===== src/rtl/ofsh_pkg.sv =====
`default_nettype none
package ofsh_pkg;

    // Fixed field widths
    localparam int SAMPLE_W   = 16;
    localparam int OFFSET_W   = 16;
    localparam int SENS_W     = 16;
    localparam int PREFIX_W   = 10;
    localparam int SYMLEN_W   = 13;
    localparam int PHASE_W    = 32;
    localparam int APB_ADDR_W = 4;
    localparam int APB_DATA_W = 32;

    // Q0.16 x Q4.12 gives Q4.28, moved up to Q0.32 turns
    localparam int STEP_SHIFT = 4;

    localparam int MIN_SYMBOL_LENGTH = 2;

    // Rotator: Q2.30 vector, Q0.32 turn angle
    localparam int CORDIC_STEPS = 16;
    localparam int CORDIC_W     = 32;
    localparam logic signed [CORDIC_W-1:0] CORDIC_GAIN = 32'sd652032874;
    localparam logic [PHASE_W-1:0] QUARTER_TURN = 32'h4000_0000;
    localparam logic [PHASE_W-1:0] HALF_TURN    = 32'h8000_0000;

    // Mixer arithmetic
    localparam int PROD_W      = SAMPLE_W + CORDIC_W;
    localparam int SUM_W       = PROD_W + 1;
    localparam int ROUND_SHIFT = 30;
    localparam int ROUNDED_W   = SUM_W - ROUND_SHIFT;
    localparam logic signed [SUM_W-1:0] ROUND_HALF = SUM_W'(1) <<< (ROUND_SHIFT - 1);

    // Reset values of the registers
    localparam logic [SENS_W-1:0]   SENS_RESET   = 16'd256;
    localparam logic [PREFIX_W-1:0] PREFIX_RESET = 10'd0;
    localparam logic [SYMLEN_W-1:0] SYMLEN_RESET = 13'd64;

    typedef enum logic [1:0] {
        REG_SENS   = 2'd0,
        REG_PREFIX = 2'd1,
        REG_SYMLEN = 2'd2
    } t_reg_idx;

    typedef struct packed {
        logic signed [SAMPLE_W-1:0] sample_re;
        logic signed [SAMPLE_W-1:0] sample_im;
        logic                       frame_start;
        logic signed [OFFSET_W-1:0] offset_estimate;
    } t_in_item;

    typedef struct packed {
        logic signed [SAMPLE_W-1:0] shifted_re;
        logic signed [SAMPLE_W-1:0] shifted_im;
        logic                       symbol_end;
    } t_out_item;

    // Data handed from cell to cell along the rotator
    typedef struct packed {
        logic signed [CORDIC_W-1:0] x;
        logic signed [CORDIC_W-1:0] y;
        logic signed [CORDIC_W-1:0] z;
        logic                       flip;
        logic signed [SAMPLE_W-1:0] re;
        logic signed [SAMPLE_W-1:0] im;
        logic                       symbol_end;
    } t_rot;

    // Arctangent of 2^-i in Q0.32 turns
    function automatic logic signed [CORDIC_W-1:0] atan_turns(input int idx);
        logic signed [CORDIC_W-1:0] v;
        case (idx)
            0:       v = 32'sd536870912;
            1:       v = 32'sd316933406;
            2:       v = 32'sd167458907;
            3:       v = 32'sd85004756;
            4:       v = 32'sd42667331;
            5:       v = 32'sd21354465;
            6:       v = 32'sd10679838;
            7:       v = 32'sd5340245;
            8:       v = 32'sd2670163;
            9:       v = 32'sd1335087;
            10:      v = 32'sd667544;
            11:      v = 32'sd333772;
            12:      v = 32'sd166886;
            13:      v = 32'sd83443;
            14:      v = 32'sd41722;
            15:      v = 32'sd20861;
            default: v = '0;
        endcase
        return v;
    endfunction

    // Clamp a rounded mixer result to the sample range
    function automatic logic signed [SAMPLE_W-1:0] sat_sample(
        input logic signed [ROUNDED_W-1:0] v
    );
        logic signed [ROUNDED_W-1:0] hi;
        logic signed [ROUNDED_W-1:0] lo;
        logic signed [SAMPLE_W-1:0]  r;
        hi = ROUNDED_W'({1'b0, {(SAMPLE_W-1){1'b1}}});
        lo = -hi - ROUNDED_W'(1);
        if (v > hi) begin
            r = {1'b0, {(SAMPLE_W-1){1'b1}}};
        end else if (v < lo) begin
            r = {1'b1, {(SAMPLE_W-1){1'b0}}};
        end else begin
            r = v[SAMPLE_W-1:0];
        end
        return r;
    endfunction

endpackage
`default_nettype wire


===== src/rtl/ofsh_cordic_cell.sv =====
`default_nettype none
module ofsh_cordic_cell #(
    parameter int STEP = 0
) (
    input  wire logic           i_clk,
    input  wire logic           i_rst_n,
    input  wire logic           i_valid,
    output logic                o_ready,
    input  wire ofsh_pkg::t_rot i_rot,
    output logic                o_valid,
    input  wire logic           i_ready,
    output ofsh_pkg::t_rot      o_rot
);
    import ofsh_pkg::*;

    logic                       r_valid;
    t_rot                       r_rot;
    logic signed [CORDIC_W-1:0] sx, sy;
    t_rot                       n_rot;

    assign o_ready = !r_valid || i_ready;
    assign o_valid = r_valid;
    assign o_rot   = r_rot;

    // One micro-rotation toward zero residual angle
    always_comb begin
        sx    = i_rot.x >>> STEP;
        sy    = i_rot.y >>> STEP;
        n_rot = i_rot;
        if (!i_rot.z[CORDIC_W-1]) begin
            n_rot.x = i_rot.x - sy;
            n_rot.y = i_rot.y + sx;
            n_rot.z = i_rot.z - atan_turns(STEP);
        end else begin
            n_rot.x = i_rot.x + sy;
            n_rot.y = i_rot.y - sx;
            n_rot.z = i_rot.z + atan_turns(STEP);
        end
    end

    always_ff @(posedge i_clk) begin
        if (!i_rst_n) begin
            r_valid <= 1'b0;
        end else if (o_ready) begin
            r_valid <= i_valid;
        end
    end

    always_ff @(posedge i_clk) begin
        if (o_ready && i_valid) begin
            r_rot <= n_rot;
        end
    end

endmodule
`default_nettype wire


===== config.mk =====
export PLATFORM = sky130hd
export DESIGN_NAME = ofsh_cordic_cell
export DESIGN_NICKNAME = d
export VERILOG_FILES = /design/src/rtl/ofsh_pkg.sv /design/src/rtl/ofsh_cordic_cell.sv
export SDC_FILE = /design/constraint.sdc
export NUM_CORES = 1
export LEC_CHECK = 0
export BUFFER_PORTS_ARGS = -buffer_cell sky130_fd_sc_hd__buf_2
export CAP_MARGIN = 10
export CORE_MARGIN = 2
export CORE_UTILIZATION = 30
export CTS_CLUSTER_DIAMETER = 40
export DETAILED_ROUTE_END_ITERATION = 8
export PLACE_DENSITY = 0.6
export SLEW_MARGIN = 15
export SYNTH_ARGS = -nofsm -noshare
export SYNTH_HDL_FRONTEND = slang
export SYNTH_SLANG_ARGS = --single-unit

===== constraint.sdc =====
create_clock -name i_clk -period 5.1 [get_ports i_clk]
set_input_delay 0.255 -clock i_clk [delete_from_list [all_inputs] [get_ports i_clk]]
set_output_delay 0.255 -clock i_clk [all_outputs]
set_load 0.02 [all_outputs]

==> flow_metrics.env <==
export IMPL_placeable_core_region_um2=31500
export IMPL_critPathLaunchType="input pin"
export IMPL_hpwlAfterDp_um=23500
export IMPL_hold_path_class="input pin to flop"
export IMPL_ff2ff_setup_slack_ns=3.03
export IMPL_worst_slew_pin_transition_ns=0.927
export IMPL_setup_violations=0
export IMPL_max_h_tree_level=4
export IMPL_cp_data_arrival_time_ns=3.17
export IMPL_routed_via_density=5.05
export IMPL_synthesized_instance_count=979
export IMPL_die_height_um=182
export IMPL_ys_seq_area_frac=0.408
export IMPL_gp_congestion=0.920
export IMPL_dr_total_vias=8574
export IMPL_timing_final_max_slew_violations=0
export IMPL_setup_worst_path_start="i_rot[92]"
export IMPL_drc_violations=0
export IMPL_synth_edff_count=129
export IMPL_drt_pass1_iter_count=5
export IMPL_drive_gt1_frac=0.265
export IMPL_layout_nets=1515
export IMPL_run_status="complete, no violations"
export IMPL_area_growth_syn_to_layout_pct=29.4
export IMPL_grt_setup_unrepaired="false"
export IMPL_finClkSkew_ns=0.0144
export IMPL_clkTransAtPathRegs_ns=0.06
export IMPL_r2r_start="o_valid$_SDFFE_PN0N_"
export IMPL_p_switching_mw=1.27
export IMPL_detail_route_wl_per_cell_um=17.9
export IMPL_cts_setup_buffers=0
export IMPL_tritoncts="done"
export IMPL_power_switching_fraction=0.349
export IMPL_mappedNetlistNets=1211
export IMPL_routed_wl_um=30400
export IMPL_cell_at_the_root_of_the_clock_tree="clkbuf_16"
export IMPL_critPathCaptureType="flop"
export IMPL_grt_start_max_net_pins=85
export IMPL_dieArea_um2=33300
export IMPL_area_sequential_um2=3890
export IMPL_area_of_the_mapped_netlist_um2=9550
export IMPL_cts_root_to_sink_buffers=2
export IMPL_post_route_period_util=0.590
export IMPL_postSynthRegisterBits=130
export IMPL_hold_viol=0
export IMPL_initial_antenna_violation_count=1
export IMPL_cts_buffers_inserted=17
export IMPL_worst_skew_pair_late_latency_ns=0.43
export IMPL_antenna_left=0
export IMPL_cts_resized_gates=0
export IMPL_die_width_um=182
export IMPL_numClockSinks=130
export IMPL_final_min_clock_period_ns=3.01
export IMPL_port_buffers=265
export IMPL_top_level_ports=266
export IMPL_layout_setup_ws_ns=2.09
export IMPL_distinct_cell_type_count_of_the_synthesized_netlist=91
export IMPL_layout_filler_cell_count=3168
export IMPL_antenna_cells_inserted=0
export IMPL_grt_first_pass_wirelength_um=45600
export IMPL_seq_power_share=0.371
export IMPL_synthFlopType="edfxtp_1"
export IMPL_postSynthAreaPerCell_um2=9.76
export IMPL_multi_input_comb_area_um2=5060
export IMPL_worst_path_max_fanout=14
export IMPL_hold_path_startpoint="i_rot[35]"
export IMPL_total_negative_setup_slacks_ns=0
export IMPL_globalRouteTotalUtil=0.176
export IMPL_synthArstFlopShare=0
export IMPL_slew_limit_headroom=0.382
export IMPL_vdd_drop_max_uv=159
export IMPL_initial_utilization=0.303
export IMPL_power_leakage_nw=5.43
export IMPL_drt_initial_drc_count=703
export IMPL_total_congestion_overflow=0
export IMPL_power_frac_clock=0.325
export IMPL_worstPathRequired_ns=5.26
export IMPL_rows=65
export IMPL_synth_yosys_warnings=0
export IMPL_pre_cts_ws_ns=1.69
export IMPL_p_int_mw=2.37
export IMPL_worst_hold_slack_ns=0.0178
export IMPL_critical_path_class="input pin to flop"
export IMPL_pwr_share_comb=0.304
export IMPL_via_count_of_the_first_global_routing_pass=8185
export IMPL_maxCapViolations=0
export IMPL_p_per_area_nw_per_um2=295
export IMPL_max_clock_freq_mhz=333
==> power by group through the flow <==
| stage | Clock [mW] | Combinational [mW] | Sequential [mW] |
|---|---|---|---|
| finish | 1.18 | 1.11 | 1.35 |
| global route | 1.25 | 1.20 | 1.36 |
| CTS | 1.21 | 1.10 | 1.36 |
| detailed placement | 0 | 1.06 | 1.38 |
| global placement | 0 | 1.06 | 1.38 |
| floorplan | 0 | 0.585 | 1.51 |
==> flip-flops by register name (all words and copies together) (netlist names) <==
name,cells
o_valid,1
o_rot,129
==> worst max-delay path: stages <==
cell       delay [ns]
buf_2            0.11
inv_1            0.05
ha_1             0.50
and2_4           0.29
a221oi_2         0.43
o211ai_1         0.18
a2111oi_2        0.46
nor2_1           0.18
a221oi_2         0.27
o22ai_1          0.11
a21oi_1          0.23
xor2_1           0.09
==> cells in the final DEF (no fill, tap or decap), types with 6 or more instances in the layout <==
cell type      count
buf_2            265
edfxtp_1         129
a21oi_1           99
inv_1             95
ha_1              94
nor2_1            86
dlygate4sd3_1     60
nand2_1           56
o21ai_0           52
xnor2_1           51
a21o_1            26
o21bai_1          20
nor3_1            19
clkbuf_16         17
nand2b_1          10
nand3_1            9
nand4_1            9
nor2b_1            8
a31oi_1            8
o21ai_1            8
a211oi_1           8
o22ai_1            8
o21a_1             7
o211ai_1           7
xor2_1             7
a211o_1            6
mux2i_1            6
==> Yosys cell counts, drive strengths merged, types with 5 or more instances <==
cell type  number  area [um^2]
o22ai           8         50.1
inv            97          364
a211o           6         52.6
o211ai          8         65.1
a221oi          5         68.8
a21oi         105          556
nand2b         10         62.6
o21a            7         52.6
nand3           9         45.0
a211oi          9         72.6
xor2            7         61.3
nor2b           8         50.1
clkbuf         18         68.8
edfxtp        129         3870
o21ai          63          342
xnor2          51          447
nand2          57          216
mux2i           6         60.1
o31ai           6         55.1
or3             5         36.3
a21o           26          195
a31oi           9         71.3
nor2           86          323
nand4           9         56.3
nor3           19         95.1
buf            26          154
ha             94         1180
o21bai         21          161
==> what timing repair did <==
item | CTS | global route
setup endpoints to repair | 0 | 0
hold endpoints to repair | 60 | 0
hold buffers | 60 | 0
==> metal layers <==
metal / vias to the layer above / global-route usage / wire length [um]
li1: 4128 / - / -
met1: 4050 / 0.234 / 13700
met2: 351 / 0.287 / 14000
met3: 43 / 0.0335 / 2040
met4: 2 / 0.0619 / 667
met5: - / 0 / 11
==> final cells by class <==
cell class              count  area share
multi-input cells         705       0.410
flip-flops and latches    130       0.315
repair buffers            329       0.158
well taps                 402      0.0407
clock buffers              17      0.0344
inverters                 100      0.0304
clock inverters            15      0.0112
==> path summary, 6_finish.rpt <==
check | end | depth (start not counted)
worst max-delay path | o_rot[129]$_DFFE_PP_ | 12
worst max register to register | o_rot[35]$_DFFE_PP_ | 3
worst min register to register | o_valid$_SDFFE_PN0N_ | 2
worst min-delay path | o_rot[35]$_DFFE_PP_ | 1
==> kinds of logic (layout without fill, tap and decap cells) <==
| family | after synthesis | in the layout | synth area share |
|---|---|---|---|
| xor gates and xnor gates | 58 | 58 | 0.0532 |
| muxes | 6 | 6 | 0.00629 |
| buffers and inverters | 144 | 461 | 0.0626 |
| and+or+nand+nor | 229 | 229 | 0.113 |
| AOI/OAI and AO/OA | 314 | 314 | 0.226 |
| adders and majority gates | 98 | 98 | 0.132 |
| DFF | 130 | 130 | 0.408 |
==> stage by stage <==
stage                     instances  area, um^2  utilization  total power, mW
after global placement         1606       11200        0.356             2.44
final                          1698       12400        0.393             3.65
after global routing           1698       12400        0.393             3.82
after floorplan                 979        9550            -             2.09
after CTS                      1698       12400        0.393             3.67
after detailed placement       1606       11200        0.356             2.44
Power figures use the tool's default switching activity.
