--- config.mk ---
export PLATFORM = sky130hd
export DESIGN_NAME = ofsh_phase
export DESIGN_NICKNAME = d
export VERILOG_FILES = /design/src/rtl/ofsh_pkg.sv /design/src/rtl/ofsh_phase.sv
export SDC_FILE = /design/constraint.sdc
export NUM_CORES = 2
export LEC_CHECK = 0
export BUFFER_PORTS_ARGS = -buffer_cell sky130_fd_sc_hd__clkbuf_2
export CORE_ASPECT_RATIO = 1.25
export CORE_UTILIZATION = 49
export CTS_CLUSTER_SIZE = 30
export DETAILED_ROUTE_END_ITERATION = 8
export PLACE_DENSITY = 0.77
export SLEW_MARGIN = 20
export SYNTH_ARGS = -nofsm -noshare
export SYNTH_HDL_FRONTEND = slang
export SYNTH_SLANG_ARGS = --single-unit
--- constraint.sdc ---
create_clock -name i_clk -period 12.81 [get_ports i_clk]
set_input_delay 2.562 -clock i_clk [delete_from_list [all_inputs] [get_ports i_clk]]
set_output_delay 2.562 -clock i_clk [all_outputs]
set_load 0.005 [all_outputs]
--- src/rtl/ofsh_pkg.sv ---
`default_nettype none
package ofsh_pkg;

    // Fixed field widths
    localparam int SAMPLE_W   = 16;
    localparam int OFFSET_W   = 16;
    localparam int SENS_W     = 16;
    localparam int PREFIX_W   = 10;
    localparam int SYMLEN_W   = 13;
    localparam int PHASE_W    = 32;
    localparam int APB_ADDR_W = 4;
    localparam int APB_DATA_W = 32;

    // Q0.16 x Q4.12 gives Q4.28, moved up to Q0.32 turns
    localparam int STEP_SHIFT = 4;

    localparam int MIN_SYMBOL_LENGTH = 2;

    // Rotator: Q2.30 vector, Q0.32 turn angle
    localparam int CORDIC_STEPS = 16;
    localparam int CORDIC_W     = 32;
    localparam logic signed [CORDIC_W-1:0] CORDIC_GAIN = 32'sd652032874;
    localparam logic [PHASE_W-1:0] QUARTER_TURN = 32'h4000_0000;
    localparam logic [PHASE_W-1:0] HALF_TURN    = 32'h8000_0000;

    // Mixer arithmetic
    localparam int PROD_W      = SAMPLE_W + CORDIC_W;
    localparam int SUM_W       = PROD_W + 1;
    localparam int ROUND_SHIFT = 30;
    localparam int ROUNDED_W   = SUM_W - ROUND_SHIFT;
    localparam logic signed [SUM_W-1:0] ROUND_HALF = SUM_W'(1) <<< (ROUND_SHIFT - 1);

    // Reset values of the registers
    localparam logic [SENS_W-1:0]   SENS_RESET   = 16'd256;
    localparam logic [PREFIX_W-1:0] PREFIX_RESET = 10'd0;
    localparam logic [SYMLEN_W-1:0] SYMLEN_RESET = 13'd64;

    typedef enum logic [1:0] {
        REG_SENS   = 2'd0,
        REG_PREFIX = 2'd1,
        REG_SYMLEN = 2'd2
    } t_reg_idx;

    typedef struct packed {
        logic signed [SAMPLE_W-1:0] sample_re;
        logic signed [SAMPLE_W-1:0] sample_im;
        logic                       frame_start;
        logic signed [OFFSET_W-1:0] offset_estimate;
    } t_in_item;

    typedef struct packed {
        logic signed [SAMPLE_W-1:0] shifted_re;
        logic signed [SAMPLE_W-1:0] shifted_im;
        logic                       symbol_end;
    } t_out_item;

    // Data handed from cell to cell along the rotator
    typedef struct packed {
        logic signed [CORDIC_W-1:0] x;
        logic signed [CORDIC_W-1:0] y;
        logic signed [CORDIC_W-1:0] z;
        logic                       flip;
        logic signed [SAMPLE_W-1:0] re;
        logic signed [SAMPLE_W-1:0] im;
        logic                       symbol_end;
    } t_rot;

    // Arctangent of 2^-i in Q0.32 turns
    function automatic logic signed [CORDIC_W-1:0] atan_turns(input int idx);
        logic signed [CORDIC_W-1:0] v;
        case (idx)
            0:       v = 32'sd536870912;
            1:       v = 32'sd316933406;
            2:       v = 32'sd167458907;
            3:       v = 32'sd85004756;
            4:       v = 32'sd42667331;
            5:       v = 32'sd21354465;
            6:       v = 32'sd10679838;
            7:       v = 32'sd5340245;
            8:       v = 32'sd2670163;
            9:       v = 32'sd1335087;
            10:      v = 32'sd667544;
            11:      v = 32'sd333772;
            12:      v = 32'sd166886;
            13:      v = 32'sd83443;
            14:      v = 32'sd41722;
            15:      v = 32'sd20861;
            default: v = '0;
        endcase
        return v;
    endfunction

    // Clamp a rounded mixer result to the sample range
    function automatic logic signed [SAMPLE_W-1:0] sat_sample(
        input logic signed [ROUNDED_W-1:0] v
    );
        logic signed [ROUNDED_W-1:0] hi;
        logic signed [ROUNDED_W-1:0] lo;
        logic signed [SAMPLE_W-1:0]  r;
        hi = ROUNDED_W'({1'b0, {(SAMPLE_W-1){1'b1}}});
        lo = -hi - ROUNDED_W'(1);
        if (v > hi) begin
            r = {1'b0, {(SAMPLE_W-1){1'b1}}};
        end else if (v < lo) begin
            r = {1'b1, {(SAMPLE_W-1){1'b0}}};
        end else begin
            r = v[SAMPLE_W-1:0];
        end
        return r;
    endfunction

endpackage
`default_nettype wire

--- src/rtl/ofsh_phase.sv ---
`default_nettype none
module ofsh_phase #(
    parameter int MAX_SYMBOL_LENGTH = 4096
) (
    input  wire logic                          i_clk,
    input  wire logic                          i_rst_n,
    input  wire logic [ofsh_pkg::SENS_W-1:0]   i_sens,
    input  wire logic [ofsh_pkg::PREFIX_W-1:0] i_prefix,
    input  wire logic [ofsh_pkg::SYMLEN_W-1:0] i_symlen,
    input  wire logic                          i_valid,
    output logic                               o_ready,
    input  wire ofsh_pkg::t_in_item            i_item,
    output logic                               o_valid,
    input  wire logic                          i_ready,
    output ofsh_pkg::t_rot                     o_rot
);
    import ofsh_pkg::*;

    localparam int POS_W = (MAX_SYMBOL_LENGTH > 2) ? $clog2(MAX_SYMBOL_LENGTH) : 1;
    localparam int LEN_W = (POS_W + 1 > SYMLEN_W) ? POS_W + 1 : SYMLEN_W;
    localparam int MULA_W = SENS_W + 1 + OFFSET_W;
    localparam int MULB_W = PREFIX_W + 1 + PHASE_W;

    // Stage ready chain
    logic rdy_a, rdy_b, rdy_c, rdy_d;

    // Stage A: step product
    logic                       r_a_valid;
    logic signed [SAMPLE_W-1:0] r_a_re, r_a_im;
    logic                       r_a_frame;
    logic [PHASE_W-1:0]         r_a_step;
    logic signed [MULA_W-1:0]   mul_a;

    // Stage B: prefix skip product for a frame start
    logic                       r_b_valid;
    logic signed [SAMPLE_W-1:0] r_b_re, r_b_im;
    logic                       r_b_frame;
    logic [PHASE_W-1:0]         r_b_step;
    logic [PHASE_W-1:0]         r_b_fskip;
    logic [MULB_W-1:0]          mul_b;

    // Stage C: phase accumulator and position counter
    logic                       r_c_valid;
    logic [PHASE_W-1:0]         r_c_phase;
    logic signed [SAMPLE_W-1:0] r_c_re, r_c_im;
    logic                       r_c_end;
    logic [PHASE_W-1:0]         r_phase, r_step, r_skip, r_skipstep;
    logic [POS_W-1:0]           r_pos;
    logic [PHASE_W-1:0]         n_phase, n_step, phase_use;
    logic [POS_W-1:0]           n_pos, pos_cur;
    logic [LEN_W-1:0]           len_raw, len_clamp, pos_inc;
    logic                       last;
    logic [MULB_W-1:0]          mul_skip, mul_skipstep;

    // Stage D: fold into the rotator's range
    logic                       r_d_valid;
    t_rot                       r_d_rot;
    logic                       fold_flip;
    logic [PHASE_W-1:0]         fold_phase;

    assign rdy_d   = !r_d_valid || i_ready;
    assign rdy_c   = !r_c_valid || rdy_d;
    assign rdy_b   = !r_b_valid || rdy_c;
    assign rdy_a   = !r_a_valid || rdy_b;
    assign o_ready = rdy_a;
    assign o_valid = r_d_valid;
    assign o_rot   = r_d_rot;

    // Stage A
    assign mul_a = $signed({1'b0, i_sens}) * $signed(i_item.offset_estimate);

    always_ff @(posedge i_clk) begin
        if (!i_rst_n) begin
            r_a_valid <= 1'b0;
        end else if (rdy_a) begin
            r_a_valid <= i_valid;
        end
    end

    always_ff @(posedge i_clk) begin
        if (rdy_a && i_valid) begin
            r_a_re    <= i_item.sample_re;
            r_a_im    <= i_item.sample_im;
            r_a_frame <= i_item.frame_start;
            r_a_step  <= {mul_a[PHASE_W-STEP_SHIFT-1:0], {STEP_SHIFT{1'b0}}};
        end
    end

    // Stage B
    assign mul_b = MULB_W'(i_prefix) * MULB_W'(r_a_step);

    always_ff @(posedge i_clk) begin
        if (!i_rst_n) begin
            r_b_valid <= 1'b0;
        end else if (rdy_b) begin
            r_b_valid <= r_a_valid;
        end
    end

    always_ff @(posedge i_clk) begin
        if (rdy_b && r_a_valid) begin
            r_b_re    <= r_a_re;
            r_b_im    <= r_a_im;
            r_b_frame <= r_a_frame;
            r_b_step  <= r_a_step;
            r_b_fskip <= mul_b[PHASE_W-1:0];
        end
    end

    // Prefix skip for the running step, kept current every cycle
    assign mul_skip     = MULB_W'(i_prefix) * MULB_W'(r_step);
    assign mul_skipstep = (MULB_W'(i_prefix) + MULB_W'(1)) * MULB_W'(r_step);

    always_ff @(posedge i_clk) begin
        if (!i_rst_n) begin
            r_skip     <= '0;
            r_skipstep <= '0;
        end else begin
            r_skip     <= mul_skip[PHASE_W-1:0];
            r_skipstep <= mul_skipstep[PHASE_W-1:0];
        end
    end

    // Stage C: clamp length, pick phase, advance
    always_comb begin
        len_raw = LEN_W'(i_symlen);
        if (len_raw < LEN_W'(MIN_SYMBOL_LENGTH)) begin
            len_clamp = LEN_W'(MIN_SYMBOL_LENGTH);
        end else if (len_raw > LEN_W'(MAX_SYMBOL_LENGTH)) begin
            len_clamp = LEN_W'(MAX_SYMBOL_LENGTH);
        end else begin
            len_clamp = len_raw;
        end

        if (r_b_frame) begin
            pos_cur   = '0;
            n_step    = r_b_step;
            phase_use = r_b_fskip;
            n_phase   = r_b_fskip + r_b_step;
        end else if (r_pos == '0) begin
            pos_cur   = r_pos;
            n_step    = r_step;
            phase_use = r_phase + r_skip;
            n_phase   = r_phase + r_skipstep;
        end else begin
            pos_cur   = r_pos;
            n_step    = r_step;
            phase_use = r_phase;
            n_phase   = r_phase + r_step;
        end

        pos_inc = LEN_W'(pos_cur) + LEN_W'(1);
        last    = pos_inc >= len_clamp;
        n_pos   = last ? '0 : pos_inc[POS_W-1:0];
    end

    always_ff @(posedge i_clk) begin
        if (!i_rst_n) begin
            r_c_valid <= 1'b0;
            r_phase   <= '0;
            r_step    <= '0;
            r_pos     <= '0;
        end else begin
            if (rdy_c) begin
                r_c_valid <= r_b_valid;
            end
            if (rdy_c && r_b_valid) begin
                r_phase <= n_phase;
                r_step  <= n_step;
                r_pos   <= n_pos;
            end
        end
    end

    always_ff @(posedge i_clk) begin
        if (rdy_c && r_b_valid) begin
            r_c_phase <= phase_use;
            r_c_re    <= r_b_re;
            r_c_im    <= r_b_im;
            r_c_end   <= last;
        end
    end

    // Stage D: flip by a half turn into [-1/4, 1/4)
    assign fold_flip  = (r_c_phase + QUARTER_TURN) >= HALF_TURN;
    assign fold_phase = fold_flip ? (r_c_phase - HALF_TURN) : r_c_phase;

    always_ff @(posedge i_clk) begin
        if (!i_rst_n) begin
            r_d_valid <= 1'b0;
        end else if (rdy_d) begin
            r_d_valid <= r_c_valid;
        end
    end

    always_ff @(posedge i_clk) begin
        if (rdy_d && r_c_valid) begin
            r_d_rot.x          <= CORDIC_GAIN;
            r_d_rot.y          <= '0;
            r_d_rot.z          <= $signed(fold_phase);
            r_d_rot.flip       <= fold_flip;
            r_d_rot.re         <= r_c_re;
            r_d_rot.im         <= r_c_im;
            r_d_rot.symbol_end <= r_c_end;
        end
    end

    // A frame start restarts the position count
    assert property (@(posedge i_clk) disable iff (!i_rst_n)
        (rdy_c && r_b_valid && r_b_frame) |=> (r_pos <= POS_W'(1)))
        else $error("position not restarted on frame start");

endmodule
`default_nettype wire

==> metrics.txt <==
status=finished clean; slowest CP cell=buf_4; DIE WIDTH=278 um; critical path's top delay family=adder cells; core area=94300 um2; Syn Std Cell Area=46600 um2; number of enable flip-flop cells after synthesis=273; crit share post-route=67.6%; CTS root buffer=clkbuf_16; Hold EP=r_c_re[10]; GRT Util Overall=23.7%; r2r endpoint=r_skip[28]; Iter 0 DRT Violations=1895; hold violation count in the final report=0; num rows=126; share of layout cells above drive strength 1=6.85%; maximum vdd ir drop=0.000634 V; Max Slew Vio Count=0; Avg Vias per Cell=5.50; Critical Path Sink Type=flop; Max-slew headroom=21.3%; vias in the first global route=35700; met2 Resource Use GR=43.4%; R2R cell count=18; instance count of the mapped netlist=4852; Worst Path Arrival=9.13 ns; H-tree depth=2; M3 GR Usage=2.68%; Synth Area in XOR/XNOR=4.10%; number of CTS-inserted buffers=43; Final Skew=0.0160 ns; first-pass GRT wire length=183000 um; area delta synth->final=6.64%; RSZ-0062 raised after global routing=no; CP Class=in2reg; post-CTS setup buffers=0; largest net degree at the start of global routing=141; leakage=22.7 nW; crit-path max cell delay=0.58 ns; post-synth top area cell=fa_1; Avg WL per Cell=18.3 um; CTS tree=done; port bufs=155; largest family of logic cells by synthesized area=adder cells; drt pass-1 iters=5; initial antenna violation count=3; Clock Sinks=401; ANT cells=0; grt peak-use layer=met2; final net count=5990; Synth Area in Compound Gates=8.14%; final wirelength=112000 um; Synth Area in Adders=39.0%; fmax=0.115 GHz; Max-cap violations=0; Primary FF master, synth=edfxtp_1; Slew @ Worst Pin=1.18 ns; GRT met1 Usage=27.5%; Starting Density=49.4%; reg-to-reg startpoint=r_step[23]; Ports=224; WHS Path Cells=0; register area share after synthesis=23.1%; fin crit period=8.67 ns; Final setup violation count=0; worst reg2reg setup slack=6.56 ns; Synth area leaders=fa_1 (30%), edfxtp_1 (18%), ha_1 (8.6%); fraction of the mapped netlist area in simple logic gates=15.9%; Mean Syn Cell Area=9.60 um2; fin util=52.7%; power per cell area=290 nW/um2; Syn. warnings=0; RePlAce Congestion=0.930; CP Max Fanout=54; Hold WC Path Type=reg2reg; Hold Startpoint=r_b_re[10]; mux contribution to synthesized area=1.00%; fraction of registers with async set/reset=0%; Synth cell types=71; clock latency on the worst-skew pair=0.59 ns; Setup crit start kind=primary input; DR vias=33600; Final TNS setup=0 ns; Remaining DRCs=0; Die Height=347 um; crit path buf inv count=4; CTS Buffer Depth=3; hold buffer count at cts=0; Synth top area share=30.4%; critical path cell sequence=clkbuf_2, buf_4, and3_1, and3_1, xor2_1, buf_4, nand2_1, fa_1, fa_1, fa_1, inv_1, fa_1, fa_1, ha_1, or3_1, a211oi_1, o31ai_1, a211o_1, nand2_1, a21oi_1, a21oi_1, o21ai_0, mux2i_1; synthesis-stage register bit count=401; WP data required=13.28 ns; DRT antenna net count=0; Crit path top cell by count=fa_1; global route overflow=0; CTS clk-pin slew, worst paths=0.07 ns; # resized after CTS=0; DP HPWL=86200 um; Total Die Area=96300 um2
-- routing by layer --
layer	vias to the layer above	part of all wire (%)
met5	-	0.035
met4	6	4.8
met2	1078	52
met3	292	5.2
li1	15300	-
met1	17000	38
-- logic make-up after synthesis --
| kind of cell | count (synthesis) |
|---|---|
| and+or+nand+nor | 1555 |
| adders and majority gates | 1028 |
| buffers and inverters | 1006 |
| AOI/OAI and AO/OA | 599 |
| DFF | 401 |
| xor gates and xnor gates | 218 |
| muxes | 43 |
| other | 2 |
-- flip-flops by register name (all words and copies together) (netlist names), 12 cells and up --
signal / flops
r_pos: 12
r_c_phase: 28
r_b_im: 16
r_skip: 28
r_skipstep: 28
r_b_step: 28
r_c_re: 16
r_b_fskip: 28
o_rot: 62
r_a_re: 16
r_a_im: 16
r_a_step: 28
r_phase: 28
r_step: 28
r_c_im: 16
r_b_re: 16
-- Yosys cell counts, types with 16 or more instances --
cell type	n
nor3_1	51
buf_4	68
buf_1	38
a31oi_1	21
nor2b_1	32
inv_1	711
a21o_1	75
a211oi_1	29
fa_1	708
nor2_1	152
o21ai_0	113
nand3_1	68
and3_1	16
edfxtp_1	273
dfxtp_1	128
mux2_2	29
a21oi_1	194
clkbuf_1	186
o211ai_1	16
xor2_1	70
nand2b_1	53
o31ai_1	27
or3_1	17
nor4_1	20
o21bai_1	20
nand2_1	724
xnor2_1	148
o21a_1	43
ha_1	320
and2_1	373
-- how the worst max path moves through the flow --
stage / slack (ns) / end / cells after the start / startpoint
2_1_floorplan: 3.04 / r_b_frame / 2 / i_ready
3_3_place_gp: 3.75 / r_skipstep[30] / 23 / i_prefix[3]
3_5_place_dp: 3.61 / r_skipstep[30] / 23 / i_prefix[3]
4_1_cts: 4.22 / r_skipstep[30] / 23 / i_prefix[3]
5_1_grt: 3.80 / r_skipstep[20] / 23 / i_prefix[3]
6_report: 4.14 / r_skipstep[30] / 23 / i_prefix[3]
-- power breakdown --
part           internal (W)  total [W]  switching (W)
Sequential          0.00216    0.00237       0.000209
Clock              0.000750    0.00130       0.000552
Combinational       0.00491     0.0107        0.00583
Total               0.00782     0.0144        0.00660
-- cell type report --
cell class,count,area (um2)
fillers,8315,44600
multi-input cells,3511,32100
flip-flops and latches,401,10800
inverters,713,2680
well taps,1216,1520
repair buffers,200,1130
clock buffers,49,1100
clock inverters,28,369
-- placed cells by master (no fill, tap or decap), types with 7 or more instances in the layout --
master	netlist	final
ha_1	320	320
a211o_1	10	10
and3_1	16	16
inv_1	711	711
a211oi_1	29	29
nor2_1	152	152
o21a_1	43	43
and2_1	373	373
buf_4	68	44
o21bai_1	20	20
nand2_1	724	724
or3_1	17	17
o21ai_0	113	113
nand2b_1	53	53
fa_1	708	708
nor4_1	20	20
nor3b_1	7	7
clkbuf_2	0	155
mux2i_1	14	14
conb_1	2	68
xor2_1	70	69
edfxtp_1	273	273
mux2_2	29	29
or2_2	13	13
xnor2_1	148	146
a21o_1	75	75
clkbuf_16	0	43
a21oi_1	194	194
o211ai_1	16	16
dfxtp_1	128	126
nand4_1	15	15
nor2b_1	32	31
o31ai_1	27	27
nor3_1	51	51
a31oi_1	21	20
nand3_1	68	67
-- worst register-to-register path, cell delays in order (launching register included) --
cell     delay (ns)
dfxtp_1        0.96
nand2_1        0.19
fa_1           0.57
inv_1          0.05
fa_1           0.50
inv_1          0.06
fa_1           0.53
inv_1          0.06
fa_1           0.52
fa_1           0.42
ha_1           0.36
a21o_1         0.18
a21oi_1        0.22
nand2_1        0.11
or2_2          0.29
o21ai_0        0.55
o21ai_0        0.23
xnor2_1        0.24
nor2_1         0.06
-- through the flow --
stage	total power, W	setup slack [ns]	cell area (um2)	hold WS (ns)	std cells
finish	0.0144	4.14	49700	0.414	6118
global route	0.0159	3.80	49700	0.419	6118
CTS	0.0145	4.22	49700	0.415	6118
detailed placement	0.0131	3.61	48200	0.405	6041
global placement	0.0127	3.75	48200	0.400	6041
floorplan	0.0110	3.04	46800	0.400	4918
Note: power is estimated with default switching activity, not from simulation.
